==> src/hdl/bmhq_pkg.sv <==
// Shared types and constants for the binary max-heap queue core.
// Used by bmhq_cmp and binary_max_heap_queue_core; depends on nothing.
`default_nettype none

package bmhq_pkg;

    // Parameter defaults
    localparam int DEPTH_DEF     = 1024;
    localparam int KEY_WIDTH_DEF = 32;

    // Fixed port widths
    localparam int KEY_PORT_W = 32;
    localparam int STATUS_W   = 2;
    localparam int OCC_W      = 11;

    // Request types
    localparam logic REQ_INSERT = 1'b0;
    localparam logic REQ_POP    = 1'b1;

    // Status codes
    localparam logic [STATUS_W-1:0] ST_OK    = 2'd0;
    localparam logic [STATUS_W-1:0] ST_FULL  = 2'd1;
    localparam logic [STATUS_W-1:0] ST_EMPTY = 2'd2;

    // Operand selection of the shared comparator
    typedef enum logic [1:0] {
        CMP_UP    = 2'd0,   // parent < sifting key
        CMP_CHILD = 2'd1,   // left child < right child
        CMP_KEY   = 2'd2    // sifting key < picked child
    } t_cmp_sel;

endpackage

`default_nettype wire

==> src/hdl/bmhq_cmp.sv <==
// Shared unsigned less-than unit with operand selection for sift steps.
// Depends on bmhq_pkg for t_cmp_sel.
`default_nettype none

module bmhq_cmp
    import bmhq_pkg::*;
#(
    parameter int KEY_WIDTH = KEY_WIDTH_DEF
) (
    input  wire t_cmp_sel             i_sel,
    input  wire logic [KEY_WIDTH-1:0] i_rdata,
    input  wire logic [KEY_WIDTH-1:0] i_key,
    input  wire logic [KEY_WIDTH-1:0] i_pick,
    output logic                      o_lt
);

    logic [KEY_WIDTH-1:0] w_a;
    logic [KEY_WIDTH-1:0] w_b;

    always_comb begin
        unique case (i_sel)
            CMP_UP: begin
                w_a = i_rdata;
                w_b = i_key;
            end
            CMP_CHILD: begin
                w_a = i_pick;
                w_b = i_rdata;
            end
            CMP_KEY: begin
                w_a = i_key;
                w_b = i_pick;
            end
            default: begin
                w_a = i_rdata;
                w_b = i_key;
            end
        endcase
    end

    assign o_lt = (w_a < w_b);

endmodule

`default_nettype wire

==> config.mk <==
export PLATFORM = sky130hd
export DESIGN_NAME = bmhq_cmp
export DESIGN_NICKNAME = d
export VERILOG_FILES = /design/src/hdl/bmhq_pkg.sv /design/src/hdl/bmhq_cmp.sv
export SDC_FILE = /design/constraint.sdc
export NUM_CORES = 1
export LEC_CHECK = 0
export BUFFER_PORTS_ARGS = -buffer_cell sky130_fd_sc_hd__buf_2
export CORE_MARGIN = 5
export CORE_UTILIZATION = 43
export DETAILED_ROUTE_END_ITERATION = 8
export GPL_TIMING_DRIVEN = 0
export PLACE_DENSITY = 0.92
export SETUP_SLACK_MARGIN = 0.1
export SLEW_MARGIN = 20
export SYNTH_ARGS = -nofsm -noshare
export SYNTH_HDL_FRONTEND = slang
export SYNTH_SLANG_ARGS = --single-unit
export TNS_END_PERCENT = 100
==> constraint.sdc <==
create_clock -name vclk -period 3.3
set_input_delay 0.495 -clock vclk [all_inputs]
set_output_delay 0.495 -clock vclk [all_outputs]
set_load 0.005 [all_outputs]
After elaboration in Yosys (flattened, before gate mapping)
Cells that the tools add are included.
{ "totals": {"input_bits": 98, "out_inout_bits": 1, "word_cells": 5, "reg_bits": 0} }
{ "op_classes": {"n_eq_ne": 2, "n_lt_le_gt_ge": 1, "mux": 2} }
{ "ops": {"columns": ["cell", "n"], "rows": [
  ["case mux 32 bit (2 select lines)", 2],
  ["< comparator 32 bit", 1],
  ["equality test 2 x 1 -> 1 bit, second input constant", 1],
  ["equality test 2 bit, second input constant", 1]
]} }

Depth between registers and ports, before layout
{ "logic_depth": {"depth_word": 3, "depth_mapped": 14, "mapped_depth_nobuf": 12} }

Least setup slack after synthesis
No wires, ideal clock.
{ "synth_path": {"path_kind": "input to output", "start": "input i_sel[0]", "end": "output o_lt", "setup_slack_ns": 0.105, "n_path_buf": 3, "t_arrival_ns": 2.700, "required_time_ns": 2.805, "cell_stages": 14, "path_cell_list": "inv_1 -> ha_1 -> buf_2 -> buf_2 -> buf_1 -> nand2_1 -> o21ai_0 -> ha_1 -> a21oi_1 -> o21ai_1 -> a221oi_1 -> o211a_1 -> o31ai_1 -> a31oi_1"} }
{ "synth_via": {"elab_chain_len": 3, "word_cells_on_any_way": 5, "cone_classes": "order compare (1); eq/ne (2); mux (2)"} }
{ "synth_lines": {"columns": ["element", "line_no", "text"], "rows": [
  ["start: declaration", "bmhq_cmp.sv:10", "input wire t_cmp_sel i_sel,"],
  ["equality test 2 bit / equality test 2 x 1 -> 1 bit (equally long branches)", "bmhq_cmp.sv:21", "unique case (i_sel)"],
  ["case mux 32 bit (2 select lines)", "bmhq_cmp.sv:21", null],
  ["< comparator 32 bit (*)", "bmhq_cmp.sv:41", "assign o_lt = (w_a < w_b);"],
  ["end: declaration", "bmhq_cmp.sv:14", "output logic o_lt"]
]} }
Every way passes the cells marked *; elsewhere a longest branch is shown, timed or not.

Worst setup path after layout
Same ends and word-level chain as after synthesis.

==> impl_metrics.json <==
{
  "status": "finished with violations",
  "violations": "setup timing",
  "setup_viol_count_final": 1,
  "p_clk_share_pct": 0,
  "critPathMaxStageDelay_ns": 0.34,
  "grt_pass1_wl_mm": 12.8,
  "ys_seq_area_share_pct": 0,
  "cp.buffers_inverters": 5,
  "drive_gt1_share_pct": 41.3,
  "pwr-share-comb_pct": 100.0,
  "crit_type": "in2out",
  "mostFrequentLayoutCell": "buf_2",
  "track_usage_pct": 28.0,
  "cap_violations": 0,
  "power_density_nw_per_um2": 211,
  "grt_pass1_vias": 2885,
  "io_pins": 99,
  "fill_cells": 322,
  "syn-instance-count": 301,
  "switchingPower_uw": 329,
  "grt_max_degree": 11,
  "cp.arrival_ns": 2.88,
  "register_area_sq_um": 0,
  "layout_common_cells": "98 x buf_2, 53 x a22oi_1, 40 x nand2_1",
  "yosys_warnings": 0,
  "min_path_type": "in2out",
  "p_sw_share_pct": 53.1,
  "multiInputGateArea_sq_um": 1870,
  "num_rows": 23,
  "path_max_fanout": 5,
  "nFlopsAndLatches": 0,
  "core-area_sq_um": 4090,
  "layout.nets": 549,
  "final_util_pct": 71.8,
  "start_kind": "primary input",
  "gp_congestion": 0.883,
  "drtAntennaViolNets": 0,
  "relSlewSlack_pct": 58.2,
  "num_vias": 3055,
  "clkbuf_count": 0,
  "tns_ns": -0.0733,
  "power_uw": 620,
  "via_per_inst": 6.56,
  "required_ns": 2.80,
  "fmax_ghz": 0.296,
  "slew_viol_final": 0,
  "min_to": "o_lt",
  "rsz0062_at_grt": "true",
  "syn-num-nets": 432,
  "dieArea_sq_um": 5700,
  "dp_hpwl_mm": 5.64,
  "grt_overflow": 0,
  "io_buffers": 99,
  "syn_to_final_growth_pct": 59.1,
  "die_y_um": 75.5,
  "antenna_found_initial": 0,
  "period_needed_ns": 3.37,
  "internal_power_uw": 291,
  "holdPathStages": 8,
  "ir_drop_uv": 117,
  "seqPwrFrac_pct": 0,
  "cp_top_family": "compound AO/OA/AOI/OAI gates",
  "fin_ws_ns": -0.0733,
  "drt-initial-drc-count": 416,
  "start_util_pct": 45.1,
  "holdCritStartpoint": "i_rdata[31]",
  "n_antenna_cell": 0,
  "hold_violations": 0,
  "wl_per_cell_um": 18.6,
  "endpoint_kind": "output pin",
  "ys_types": 26,
  "worst_path_max_delay_cell": "a221oi_2",
  "leakagePower_uw": 0.00139,
  "crit_chain": "buf_8 -> inv_4 -> ha_4 -> buf_8 -> clkbuf_16 -> a22oi_2 -> nor2_2 -> a21oi_2 -> ha_1 -> a21oi_2 -> o21ai_2 -> a221oi_2 -> o211a_1 -> o31ai_2 -> a31oi_1 -> buf_2",
  "die_x_um": 75.5,
  "finalWirelength_mm": 8.68,
  "drcViolationCount": 0,
  "fin_crit_sh_pct": 102,
  "drt-pass1-iter-count": 5,
  "syn_area_sq_um": 1840,
  "avgSynthCellArea_sq_um": 6.13,
  "worst_pin_slew_ns": 0.618
}
-- tightest hold or removal path, cell delays in order --
cell and delay, ns:
buf_2 0.09, nand2_1 0.04, o21ai_0 0.07, ha_1 0.15, a21oi_1 0.04, o21ai_0 0.06, a31oi_1 0.05, buf_2 0.12
-- per-stage QoR --
| step | hold WS [ns] | instance area, sq um | std cells | worst slack (ns) |
|---|---|---|---|---|
| CTS | 1.61 | 2840 | 465 | 0.0196 |
| finish | 1.62 | 2930 | 466 | -0.0733 |
| floorplan | 1.35 | 1840 | 301 | 0.105 |
| global placement | 1.59 | 2400 | 450 | -0.539 |
| global route | 1.69 | 2930 | 466 | -0.194 |
| detailed placement | 1.60 | 2400 | 450 | -0.602 |
-- worst max-delay path by stage --
stage	start	depth (start not counted)	slack (ns)	to
after floorplan	i_sel[0]	14	0.10	o_lt
after global placement	i_sel[0]	16	-0.54	o_lt
after detailed placement	i_sel[0]	16	-0.60	o_lt
after CTS	i_sel[0]	16	0.02	o_lt
after global routing	i_sel[0]	16	-0.19	o_lt
final	i_sel[0]	16	-0.07	o_lt
-- power by group through the flow --
stage          clock (uW)  sequential, uW  combinational, uW
5_1_grt                 0               0                667
6_report                0               0                620
3_5_place_dp            0               0                451
2_1_floorplan           0               0                292
4_1_cts                 0               0                544
3_3_place_gp            0               0                438
-- kinds of logic (layout without fill, tap and decap cells) --
kind of cell	after synthesis	in the layout	share of synthesized area [%]
buffers and inverters	31	146	7.06
AND/OR/NAND/NOR	87	87	19.3
AO/OA/AOI/OAI	150	150	51.2
adder cells (fa/ha/maj)	33	33	22.4
-- per-layer routing --
| metal | global-route usage (%) | vias up | share of wire [%] |
|---|---|---|---|
| met5 | 0 | - | 0 |
| met4 | 9.90 | 0 | 3.6 |
| met3 | 3.69 | 53 | 11 |
| met2 | 49.6 | 253 | 48 |
| met1 | 34.4 | 1359 | 38 |
| li1 | - | 1390 | - |
-- area by class of cell --
cell class	instances	share of cell area, %
well taps	50	2.13
inverters	3	0.554
multi-input cells	270	63.8
repair buffers	115	22.7
plain buffers	28	10.7
-- synthesized netlist by cell type --
library cell | number | area [sq um]
o41ai_1 | 1 | 8.76
buf_6 | 1 | 11.3
nand2_1 | 41 | 154
nand4_1 | 5 | 31.3
o211a_1 | 1 | 10.0
and4_1 | 1 | 8.76
nor4bb_1 | 1 | 10.0
nand3_1 | 3 | 15.0
a22oi_1 | 62 | 465
o21ai_1 | 1 | 5.00
buf_2 | 2 | 10.0
o21bai_1 | 1 | 7.51
buf_4 | 1 | 7.51
nand2b_1 | 1 | 6.26
a21oi_1 | 41 | 205
o31ai_1 | 1 | 7.51
a21o_1 | 4 | 30.0
nor2_1 | 35 | 131
clkbuf_1 | 17 | 63.8
o21ai_0 | 32 | 160
ha_1 | 33 | 413
a211oi_1 | 2 | 15.0
a221oi_1 | 2 | 17.5
buf_1 | 7 | 26.3
inv_1 | 3 | 11.3
a31oi_1 | 2 | 12.5
-- what timing repair did --
action | CTS | global route
pin swaps | 26 | 17
gates resized for setup | 91 | 20
endpoints found under the setup margin | 1 | 1
buffers inserted | 13 | 1
cloned | 2 | 0
hold buffers | 0 | 0
(Power assumes the default switching activity.)
